[src/hdl/greedy_graph_coloring_unit_assert.svh]
// Assertion macros shared by the graph coloring RTL.
// No dependencies; included by modules that carry checks.
`ifndef GREEDY_GRAPH_COLORING_UNIT_ASSERT_SVH
`define GREEDY_GRAPH_COLORING_UNIT_ASSERT_SVH

// same-cycle implication
`define GGC_ASSERT_NOW(lbl, clk, rst_n, ante, cons, msg) \
    lbl: assert property (@(posedge clk) disable iff (!rst_n) (ante) |-> (cons)) \
        else $error(msg);

// next-cycle implication
`define GGC_ASSERT_NEXT(lbl, clk, rst_n, ante, cons, msg) \
    lbl: assert property (@(posedge clk) disable iff (!rst_n) (ante) |=> (cons)) \
        else $error(msg);

`endif

[src/hdl/ggc_pkg.sv]
// Types, constants and helpers for the greedy graph coloring unit.
// No dependencies; used by ggc_seq and the top level.
package ggc_pkg;

    localparam int MAX_VERTICES_DEF = 32;
    localparam int VERTEX_W         = 5;
    localparam int COLOR_W          = 5;
    localparam int COUNT_W          = 6;
    localparam int MASK_W           = 32;
    localparam int COLORABLE_MAX    = 32;
    localparam logic [COUNT_W-1:0] COUNT_RESET = 6'd32;

    typedef enum logic {
        CMD_EDGE  = 1'b0,
        CMD_START = 1'b1
    } t_cmd;

    typedef struct packed {
        t_cmd                cmd;
        logic [VERTEX_W-1:0] vertex_a;
        logic [VERTEX_W-1:0] vertex_b;
    } t_in_word;

    typedef struct packed {
        logic [VERTEX_W-1:0] vertex;
        logic [COLOR_W-1:0]  color;
        logic                last;
    } t_out_word;

    typedef enum logic [2:0] {
        S_IDLE,
        S_EDGE_A,
        S_EDGE_B,
        S_ROW,
        S_SCAN,
        S_PICK
    } t_state;

    // priority encode the first clear bit; a full mask gives the top color
    function automatic logic [COLOR_W-1:0] lowest_free(input logic [MASK_W-1:0] mask);
        logic [COLOR_W-1:0] res;
        res = COLOR_W'(MASK_W - 1);
        for (int c = MASK_W - 1; c >= 0; c--) begin
            if (!mask[c]) begin
                res = COLOR_W'(c);
            end
        end
        return res;
    endfunction

endpackage

[src/hdl/ggc_ram.sv]
// Generic simple dual port RAM, one write and one registered read per cycle.
// No dependencies.
module ggc_ram #(
    parameter int DATA_W = 8,
    parameter int DEPTH  = 32
) (
    input  logic                     i_clk,
    input  logic                     i_wr_en,
    input  logic [$clog2(DEPTH)-1:0] i_wr_addr,
    input  logic [DATA_W-1:0]        i_wr_data,
    input  logic                     i_rd_en,
    input  logic [$clog2(DEPTH)-1:0] i_rd_addr,
    output logic [DATA_W-1:0]        o_rd_data
);

    logic [DATA_W-1:0] r_mem [DEPTH];
    logic [DATA_W-1:0] r_rd_data;

    always_ff @(posedge i_clk) begin
        if (i_wr_en) begin
            r_mem[i_wr_addr] <= i_wr_data;
        end
        if (i_rd_en) begin
            r_rd_data <= r_mem[i_rd_addr];
        end
    end

    assign o_rd_data = r_rd_data;

endmodule

[src/hdl/ggc_adj_store.sv]
// Adjacency bit matrix: one row per vertex in a RAM, per-row valid flags
// so that reset clears the graph at once. Depends on ggc_ram.
module ggc_adj_store #(
    parameter int MAX_VERTICES = 32
) (
    input  logic                            i_clk,
    input  logic                            i_rst_n,
    input  logic                            i_rd_en,
    input  logic [$clog2(MAX_VERTICES)-1:0] i_rd_addr,
    input  logic                            i_wr_en,
    input  logic [$clog2(MAX_VERTICES)-1:0] i_wr_addr,
    input  logic [MAX_VERTICES-1:0]         i_wr_data,
    output logic [MAX_VERTICES-1:0]         o_row
);

    logic [MAX_VERTICES-1:0] r_valid;
    logic [MAX_VERTICES-1:0] n_valid;
    logic                    r_rd_valid;
    logic [MAX_VERTICES-1:0] ram_data;

    ggc_ram #(
        .DATA_W (MAX_VERTICES),
        .DEPTH  (MAX_VERTICES)
    ) u_rows (
        .i_clk     (i_clk),
        .i_wr_en   (i_wr_en),
        .i_wr_addr (i_wr_addr),
        .i_wr_data (i_wr_data),
        .i_rd_en   (i_rd_en),
        .i_rd_addr (i_rd_addr),
        .o_rd_data (ram_data)
    );

    always_comb begin
        n_valid = r_valid;
        if (i_wr_en) begin
            n_valid[i_wr_addr] = 1'b1;
        end
    end

    // valid flag sampled with the read, so a same-cycle write to a fresh row
    // cannot expose stale RAM contents
    always_ff @(posedge i_clk) begin
        if (!i_rst_n) begin
            r_valid    <= '0;
            r_rd_valid <= 1'b0;
        end else begin
            r_valid <= n_valid;
            if (i_rd_en) begin
                r_rd_valid <= r_valid[i_rd_addr];
            end
        end
    end

    assign o_row = r_rd_valid ? ram_data : '0;

endmodule

[src/hdl/ggc_seq.sv]
// Sequencer: edge insertion by read-modify-write of two adjacency rows, and
// the first-fit coloring walk over a color RAM. Depends on ggc_pkg, ggc_ram.
`include "greedy_graph_coloring_unit_assert.svh"

module ggc_seq #(
    parameter int MAX_VERTICES = ggc_pkg::MAX_VERTICES_DEF
) (
    input  logic                             i_clk,
    input  logic                             i_rst_n,
    input  logic                             i_start,
    output logic                             o_busy,
    input  ggc_pkg::t_in_word                i_item,
    input  logic [ggc_pkg::COUNT_W-1:0]      i_vertex_count,
    output logic                             o_result_strobe,
    output ggc_pkg::t_out_word               o_result,
    output logic                             o_adj_rd_en,
    output logic [$clog2(MAX_VERTICES)-1:0]  o_adj_rd_addr,
    output logic                             o_adj_wr_en,
    output logic [$clog2(MAX_VERTICES)-1:0]  o_adj_wr_addr,
    output logic [MAX_VERTICES-1:0]          o_adj_wr_data,
    input  logic [MAX_VERTICES-1:0]          i_adj_row
);

    localparam int AW    = $clog2(MAX_VERTICES);
    localparam int NV    = (MAX_VERTICES < ggc_pkg::COLORABLE_MAX) ?
                           MAX_VERTICES : ggc_pkg::COLORABLE_MAX;
    localparam int CW    = $clog2(NV);
    localparam int CNT_W = ggc_pkg::COUNT_W;
    localparam int CLR_W = ggc_pkg::COLOR_W;
    localparam int MSK_W = ggc_pkg::MASK_W;
    localparam int VTX_W = ggc_pkg::VERTEX_W;

    ggc_pkg::t_state   r_state, n_state;
    logic [CW-1:0]     r_u, n_u;
    logic [CW-1:0]     r_j, n_j;
    logic [CW-1:0]     r_last_u, n_last_u;
    logic [NV-1:0]     r_row, n_row;
    logic [MSK_W-1:0]  r_mask, n_mask;
    logic [AW-1:0]     r_a, n_a;
    logic [AW-1:0]     r_b, n_b;

    logic [CNT_W-1:0]  sat_count;
    logic              edge_ok;
    logic [CLR_W-1:0]  pick_color;
    logic              col_rd_en;
    logic [CW-1:0]     col_rd_addr;
    logic              col_wr_en;
    logic [CLR_W-1:0]  col_rd_data;

    ggc_ram #(
        .DATA_W (CLR_W),
        .DEPTH  (NV)
    ) u_colors (
        .i_clk     (i_clk),
        .i_wr_en   (col_wr_en),
        .i_wr_addr (r_u),
        .i_wr_data (pick_color),
        .i_rd_en   (col_rd_en),
        .i_rd_addr (col_rd_addr),
        .o_rd_data (col_rd_data)
    );

    assign sat_count  = (i_vertex_count > CNT_W'(NV)) ? CNT_W'(NV) : i_vertex_count;
    assign edge_ok    = (32'(i_item.vertex_a) < MAX_VERTICES) &&
                        (32'(i_item.vertex_b) < MAX_VERTICES);
    assign pick_color = ggc_pkg::lowest_free(r_mask);

    always_ff @(posedge i_clk) begin
        if (!i_rst_n) begin
            r_state <= ggc_pkg::S_IDLE;
        end else begin
            r_state <= n_state;
        end
    end

    always_ff @(posedge i_clk) begin
        r_u      <= n_u;
        r_j      <= n_j;
        r_last_u <= n_last_u;
        r_row    <= n_row;
        r_mask   <= n_mask;
        r_a      <= n_a;
        r_b      <= n_b;
    end

    always_comb begin
        n_state         = r_state;
        n_u             = r_u;
        n_j             = r_j;
        n_last_u        = r_last_u;
        n_row           = r_row;
        n_mask          = r_mask;
        n_a             = r_a;
        n_b             = r_b;
        o_adj_rd_en     = 1'b0;
        o_adj_rd_addr   = '0;
        o_adj_wr_en     = 1'b0;
        o_adj_wr_addr   = '0;
        o_adj_wr_data   = '0;
        col_rd_en       = 1'b0;
        col_rd_addr     = '0;
        col_wr_en       = 1'b0;
        o_result_strobe = 1'b0;
        o_busy          = (r_state != ggc_pkg::S_IDLE);

        unique case (r_state)
            ggc_pkg::S_IDLE: begin
                if (i_start) begin
                    if (i_item.cmd == ggc_pkg::CMD_EDGE) begin
                        if (edge_ok) begin
                            n_a           = AW'(i_item.vertex_a);
                            n_b           = AW'(i_item.vertex_b);
                            o_adj_rd_en   = 1'b1;
                            o_adj_rd_addr = AW'(i_item.vertex_a);
                            n_state       = ggc_pkg::S_EDGE_A;
                        end
                    end else if (sat_count != '0) begin
                        n_last_u      = CW'(sat_count - CNT_W'(1));
                        n_u           = '0;
                        o_adj_rd_en   = 1'b1;
                        o_adj_rd_addr = '0;
                        n_state       = ggc_pkg::S_ROW;
                    end
                end
            end
            ggc_pkg::S_EDGE_A: begin
                o_adj_wr_en   = 1'b1;
                o_adj_wr_addr = r_a;
                o_adj_wr_data = i_adj_row | (MAX_VERTICES'(1) << r_b);
                o_adj_rd_en   = 1'b1;
                o_adj_rd_addr = r_b;
                n_state       = ggc_pkg::S_EDGE_B;
            end
            ggc_pkg::S_EDGE_B: begin
                // a self loop reads the row before the first write; both
                // writes set the same bit, so nothing is lost
                o_adj_wr_en   = 1'b1;
                o_adj_wr_addr = r_b;
                o_adj_wr_data = i_adj_row | (MAX_VERTICES'(1) << r_a);
                n_state       = ggc_pkg::S_IDLE;
            end
            ggc_pkg::S_ROW: begin
                n_row  = i_adj_row[NV-1:0];
                n_mask = '0;
                n_j    = '0;
                if (r_u == '0) begin
                    n_state = ggc_pkg::S_PICK;
                end else begin
                    col_rd_en   = 1'b1;
                    col_rd_addr = '0;
                    n_state     = ggc_pkg::S_SCAN;
                end
            end
            ggc_pkg::S_SCAN: begin
                // col_rd_data is the color of neighbor candidate r_j
                if (r_row[r_j]) begin
                    n_mask = r_mask | (MSK_W'(1) << col_rd_data);
                end
                if (r_j == r_u - CW'(1)) begin
                    n_state = ggc_pkg::S_PICK;
                end else begin
                    n_j         = r_j + CW'(1);
                    col_rd_en   = 1'b1;
                    col_rd_addr = r_j + CW'(1);
                end
            end
            ggc_pkg::S_PICK: begin
                col_wr_en       = 1'b1;
                o_result_strobe = 1'b1;
                if (r_u == r_last_u) begin
                    n_state = ggc_pkg::S_IDLE;
                end else begin
                    n_u           = r_u + CW'(1);
                    o_adj_rd_en   = 1'b1;
                    o_adj_rd_addr = AW'(r_u + CW'(1));
                    n_state       = ggc_pkg::S_ROW;
                end
            end
            default: begin
                n_state = ggc_pkg::S_IDLE;
            end
        endcase
    end

    always_comb begin
        o_result.vertex = VTX_W'(r_u);
        o_result.color  = pick_color;
        o_result.last   = (r_u == r_last_u);
    end

    `GGC_ASSERT_NEXT(a_last_ends_run, i_clk, i_rst_n, o_result_strobe && o_result.last, !o_busy, "run did not end after last word")
    `GGC_ASSERT_NEXT(a_result_gap, i_clk, i_rst_n, o_result_strobe && !o_result.last, !o_result_strobe && o_busy, "back-to-back result words")
    `GGC_ASSERT_NOW(a_adj_write_edge, i_clk, i_rst_n, o_adj_wr_en, (r_state == ggc_pkg::S_EDGE_A) || (r_state == ggc_pkg::S_EDGE_B), "adjacency written outside edge insert")
    `GGC_ASSERT_NOW(a_scan_lower, i_clk, i_rst_n, r_state == ggc_pkg::S_SCAN, (r_j < r_u) && (r_u <= r_last_u), "scan index out of order")

endmodule

[src/hdl/greedy_graph_coloring_unit.sv]
// Greedy first-fit graph coloring unit, top level.
// An edge word (cmd = edge) keeps busy high while both adjacency rows are
// read and rewritten; endpoints at or above MAX_VERTICES are dropped at once.
// A start word colors vertices 0 to n-1, n = min(vertex_count, MAX_VERTICES,
// 32), and returns one result word per vertex on o_result with
// o_result_strobe high for a single cycle; the receiver cannot stall it, so
// it must take every strobed word. Each vertex u needs one row read, one color
// RAM read per lower vertex and one pick, so results arrive spaced apart and
// later vertices take longer; the single read port of the color RAM sets this.
// The graph is cleared at reset without a sweep and is kept across runs.
// vertex_count is written through the cfg channel, which is ready while the
// block is not busy.
module greedy_graph_coloring_unit #(
    parameter int MAX_VERTICES = ggc_pkg::MAX_VERTICES_DEF
) (
    input  logic                        i_clk,
    input  logic                        i_rst_n,
    input  logic                        start,
    output logic                        busy,
    input  ggc_pkg::t_in_word           i_item,
    output logic                        o_result_strobe,
    output ggc_pkg::t_out_word          o_result,
    input  logic                        i_cfg_valid,
    output logic                        o_cfg_ready,
    input  logic [ggc_pkg::COUNT_W-1:0] i_cfg_data
);

    localparam int AW = $clog2(MAX_VERTICES);

    logic [ggc_pkg::COUNT_W-1:0] r_vertex_count;
    logic [ggc_pkg::COUNT_W-1:0] n_vertex_count;

    logic                    adj_rd_en;
    logic [AW-1:0]           adj_rd_addr;
    logic                    adj_wr_en;
    logic [AW-1:0]           adj_wr_addr;
    logic [MAX_VERTICES-1:0] adj_wr_data;
    logic [MAX_VERTICES-1:0] adj_row;

    assign o_cfg_ready = !busy;

    always_comb begin
        n_vertex_count = r_vertex_count;
        if (i_cfg_valid && o_cfg_ready) begin
            n_vertex_count = i_cfg_data;
        end
    end

    always_ff @(posedge i_clk) begin
        if (!i_rst_n) begin
            r_vertex_count <= ggc_pkg::COUNT_RESET;
        end else begin
            r_vertex_count <= n_vertex_count;
        end
    end

    ggc_adj_store #(
        .MAX_VERTICES (MAX_VERTICES)
    ) u_adj (
        .i_clk     (i_clk),
        .i_rst_n   (i_rst_n),
        .i_rd_en   (adj_rd_en),
        .i_rd_addr (adj_rd_addr),
        .i_wr_en   (adj_wr_en),
        .i_wr_addr (adj_wr_addr),
        .i_wr_data (adj_wr_data),
        .o_row     (adj_row)
    );

    ggc_seq #(
        .MAX_VERTICES (MAX_VERTICES)
    ) u_seq (
        .i_clk           (i_clk),
        .i_rst_n         (i_rst_n),
        .i_start         (start),
        .o_busy          (busy),
        .i_item          (i_item),
        .i_vertex_count  (r_vertex_count),
        .o_result_strobe (o_result_strobe),
        .o_result        (o_result),
        .o_adj_rd_en     (adj_rd_en),
        .o_adj_rd_addr   (adj_rd_addr),
        .o_adj_wr_en     (adj_wr_en),
        .o_adj_wr_addr   (adj_wr_addr),
        .o_adj_wr_data   (adj_wr_data),
        .i_adj_row       (adj_row)
    );

endmodule
[config.mk]
export PLATFORM = sky130hd
export DESIGN_NAME = greedy_graph_coloring_unit
export DESIGN_NICKNAME = d
export VERILOG_FILES = /design/src/hdl/ggc_pkg.sv /design/src/hdl/ggc_ram.sv /design/src/hdl/ggc_adj_store.sv /design/src/hdl/ggc_seq.sv /design/src/hdl/greedy_graph_coloring_unit.sv
export VERILOG_INCLUDE_DIRS = /design/src /design/src/hdl
export SDC_FILE = /design/constraint.sdc
export NUM_CORES = 2
export LEC_CHECK = 0
export BUFFER_PORTS_ARGS = -buffer_cell sky130_fd_sc_hd__buf_2
export CORE_MARGIN = 2
export CORE_UTILIZATION = 60
export CTS_CLUSTER_DIAMETER = 50
export CTS_CLUSTER_SIZE = 12
export DETAILED_ROUTE_END_ITERATION = 7
export GPL_TIMING_DRIVEN = 1
export PLACE_DENSITY = 0.84
export SKIP_LAST_GASP = 1
export SLEW_MARGIN = 20
export SYNTH_ARGS = -nofsm -noshare
export SYNTH_HDL_FRONTEND = slang
export SYNTH_SLANG_ARGS = --single-unit
export TNS_END_PERCENT = 10
[constraint.sdc]
create_clock -name i_clk -period 7.5 [get_ports i_clk]
set_clock_uncertainty 0.05 [all_clocks]
set_input_delay 0 -clock i_clk [delete_from_list [all_inputs] [get_ports i_clk]]
set_output_delay 0 -clock i_clk [all_outputs]
set_load 0.02 [all_outputs]
==> metrics.yaml <==
min_path:
  hold_end: "u_seq.r_b[2]"
  hp-start: "i_item[2]"
  hp-class: "input pin to flip-flop"
  hold_depth: 2
placed_design:
  place_inst: 4078
  place_congestion: 0.8993
  port_buffers: 34
  place_hpwl_um: 70500
global_route:
  gr-max-usage-layer: "met2"
  grt_pass1_vias: 30650
  grt_use_total_pct: 30.90
  use_met1_pct: 39.62
  grt_max_degree: 128
  use_met3_pct: 6.443
  grt_overflow: 0
  grt_pass1_wl_um: 202100
  use_met2_pct: 50.39
  antenna_found_initial: 5
clock_network:
  clkTransAtPathRegs_ps: 70
  cts.path.max_buffers: 3
  cts_tree: "built"
  cts_root_buf: "clkbuf_16"
  clk_latency_ps: 730
  htreeDepth: 4
  numCtsBuffers: 136
  cts_sinks: 1351
  cts_setup_buffers: 0
route:
  routed_wl_um: 138600
  via_per_inst: 7.076
  ant_nets: 0
  routedWlPerCell_um: 32.29
  drt_iter0_markers: 4861
  vias: 30380
  drc: 0
  first_pass_iters: 7
synthesis:
  ys_seq_area_share_pct: 75.32
  ys_ff_latch: 1351
  netlist_area_sq_um: 53310
  synth_top_area_share_pct: 73.74
  synth_edf_count: 1309
  yosysMostFrequentCell: "edfxtp_1"
  ys_warn_count: 0
  syn-num-nets: 2976
  synth_common_cells: "edfxtp_1 (1,309), nand2_1 (342), mux4_2 (268)"
  async_flop_share_pct: 0
  netlist_instances: 2948
  ys_types: 59
  ys.flop_type: "edfxtp_1"
  yosys.area.top_type: "edfxtp_1"
  postSynthAreaPerCell_sq_um: 18.08
  synth.area.top_cells: "edfxtp_1 (74%), mux4_2 (11%), nand2_1 (2.4%), dfxtp_1 (1.6%), nor2_1 (1.1%)"
die:
  die_w_um: 302.1
  start_util_pct: 60.41
  row_count: 109
  die_y_um: 302.1
  boundaryPins: 35
  die_area_sq_um: 91250
  design.core.area_sq_um: 88240
timing:
  min_period_over_period_pct: 67.04
  worst_pin_slew_ps: 1188
  hold_ws_ps: 20.50
  fmaxAchievable_ghz: 0.1989
  setup_viol: 0
  hold_viol_final: 0
  relSlewSlack_pct: 20.56
  drv_slew: 0
  tns_ps: 0
  rsz0062_at_grt: "no"
  finalCriticalPeriod_ps: 5028
run_status:
  status: "completed"
finish:
  stdcell_count: 4293
  syn_to_final_growth_pct: 11.75
  drive_gt1_share_pct: 19.89
  finish.utilization_pct: 67.51
  final_nets: 3115
  fillCellCount: 5156
worst_setup_path:
  reg2reg_from: "u_seq.r_state[2]"
  cp-startpoint: "u_seq.r_state[2]"
  crit_slowest_cell: "and3b_1"
  required_ps: 8060
  max_stage_delay_ps: 760
  critPathMaxFanout: 127
  path_class: "flip-flop to flip-flop"
  worstPathArrival_ps: 5590
  cp-end-kind: "flip-flop"
  path_cells: "nor3_2 > and3b_1 > a22o_1 > a21o_4 > buf_12 > mux4_2 > nand2_1 > and3_1 > a311oi_1 > a31o_1"
  r2r_end: "u_adj.u_rows.o_rd_data[7]"
  reg2reg_depth: 10
  reg2reg_slack_ps: 2470
  setup.worst_path.start_class: "flip-flop"
power_and_ir_drop:
  power.density_nw_per_um2: 302.6
  finalPower_mw: 18.03
  peakVddDrop_mv: 0.2291
  leakage_nw: 19.46
run:
  max-cap-violations: 0
-- layer usage --
metal | part of all wire, % | wire, um
met5 | 0.022 | 31
met4 | 5.9 | 8230
met3 | 12 | 16610
met2 | 49 | 68080
met1 | 33 | 45660
-- kinds of logic after synthesis --
| kind of cell | after synthesis | share of synthesized area (%) |
|---|---|---|
| flip-flops | 1351 | 75.32 |
| AND/OR/NAND/NOR | 734 | 6.084 |
| AO/OA/AOI/OAI | 348 | 4.549 |
| multiplexers | 308 | 12.09 |
| buffers and inverters | 182 | 1.507 |
| XOR/XNOR | 18 | 0.2957 |
| adder cells (fa/ha/maj) | 7 | 0.1643 |
-- critical path, delay by kind of cell, from the launching register on --
family                 cells  cell delay (ps)
AO/OA/AOI/OAI              4             1540
buffers and inverters      1              640
flip-flops                 1              440
multiplexers               1              370
AND/OR/NAND/NOR            4             1700
-- layout make-up --
cell class | count | area, sq um | area share (%)
Timing Repair Buffer | 161 | 1289 | 2.163
Inverter | 22 | 82.58 | 0.1386
Tap cell | 1165 | 1458 | 2.447
Multi-Input combinational cell | 1415 | 12750 | 21.41
Sequential cell | 1351 | 40150 | 67.40
Antenna cell | 1 | 2.502 | 0.004201
Clock buffer | 154 | 3587 | 6.022
Clock inverter | 24 | 246.5 | 0.4138
-- power by group --
| part | internal (mW) | switching (mW) | total, mW |
|---|---|---|---|
| logic | 1.05 | 1.80 | 2.85 |
| clock network | 3.44 | 2.72 | 6.17 |
| registers | 8.81 | 0.206 | 9.01 |
-- layout by cell type, fill, tap and decap left out, types with 5 or more instances in the layout --
cell type and instances:
a211oi_1 6, a21boi_0 10, a21oi_1 81, a221oi_1 6
a22o_1 6, a22oi_1 10, a311oi_1 32, a31o_1 32
a31oi_1 26, and2_1 44, and3_1 35, buf_12 6
buf_2 34, buf_4 85, clkbuf_1 12, clkbuf_16 141
clkinv_1 7, dfxtp_1 42, dlygate4sd3_1 36, edfxtp_1 1309
ha_1 7, inv_1 19, mux2_2 5, mux2i_1 35
mux4_2 268, nand2_1 340, nand2b_1 10, nand3_1 98
nand3b_1 9, nor2_1 115, nor2_4 36, nor2b_1 10
nor3_1 11, o211ai_1 9, o21a_1 33, o21ai_0 32
o221ai_1 33, o22ai_1 9, xnor2_1 8, xor2_1 10
-- flip-flops by register name, indices dropped and copies added, names as in the netlist --
| register | cells |
|---|---|
| u_seq.r_mask | 31 |
| u_seq.r_last_u | 5 |
| u_seq.u_colors.r_mem | 160 |
| u_seq.r_u | 5 |
| u_seq.r_b | 5 |
| u_seq.u_colors.o_rd_data | 5 |
| u_seq.r_state | 3 |
| u_adj.r_valid | 32 |
| u_adj.u_rows.r_mem | 1024 |
| u_seq.r_row | 32 |
| u_seq.r_j | 5 |
| r_vertex_count | 6 |
| u_adj.u_rows.o_rd_data | 32 |
| u_seq.r_a | 5 |
| u_adj.r_rd_valid | 1 |
-- metrics by stage --
step / area, sq um / setup slack, ps
global placement: 55340 / 2753
global route: 59570 / 2319
floorplan: 53310 / 2916
CTS: 59550 / 2581
detailed placement: 55350 / 2650
finish: 59570 / 2472
-- worst max-delay path by stage --
| stage | end | slack, ps | cells past startpoint |
|---|---|---|---|
| floorplan | u_seq.r_mask[0] | 2920 | 8 |
| global placement | u_adj.u_rows.o_rd_data[7] | 2750 | 10 |
| detailed placement | u_adj.u_rows.o_rd_data[7] | 2650 | 10 |
| CTS | u_adj.u_rows.o_rd_data[11] | 2580 | 11 |
| global route | u_adj.u_rows.o_rd_data[25] | 2320 | 11 |
| finish | u_adj.u_rows.o_rd_data[7] | 2470 | 10 |
-- what timing repair did --
item	in CTS	in global routing
gates resized for setup	0	0
endpoints found under the hold margin	64	0
hold buffers	36	0
setup endpoints to repair	0	0
Power figures use the tool's default switching activity.
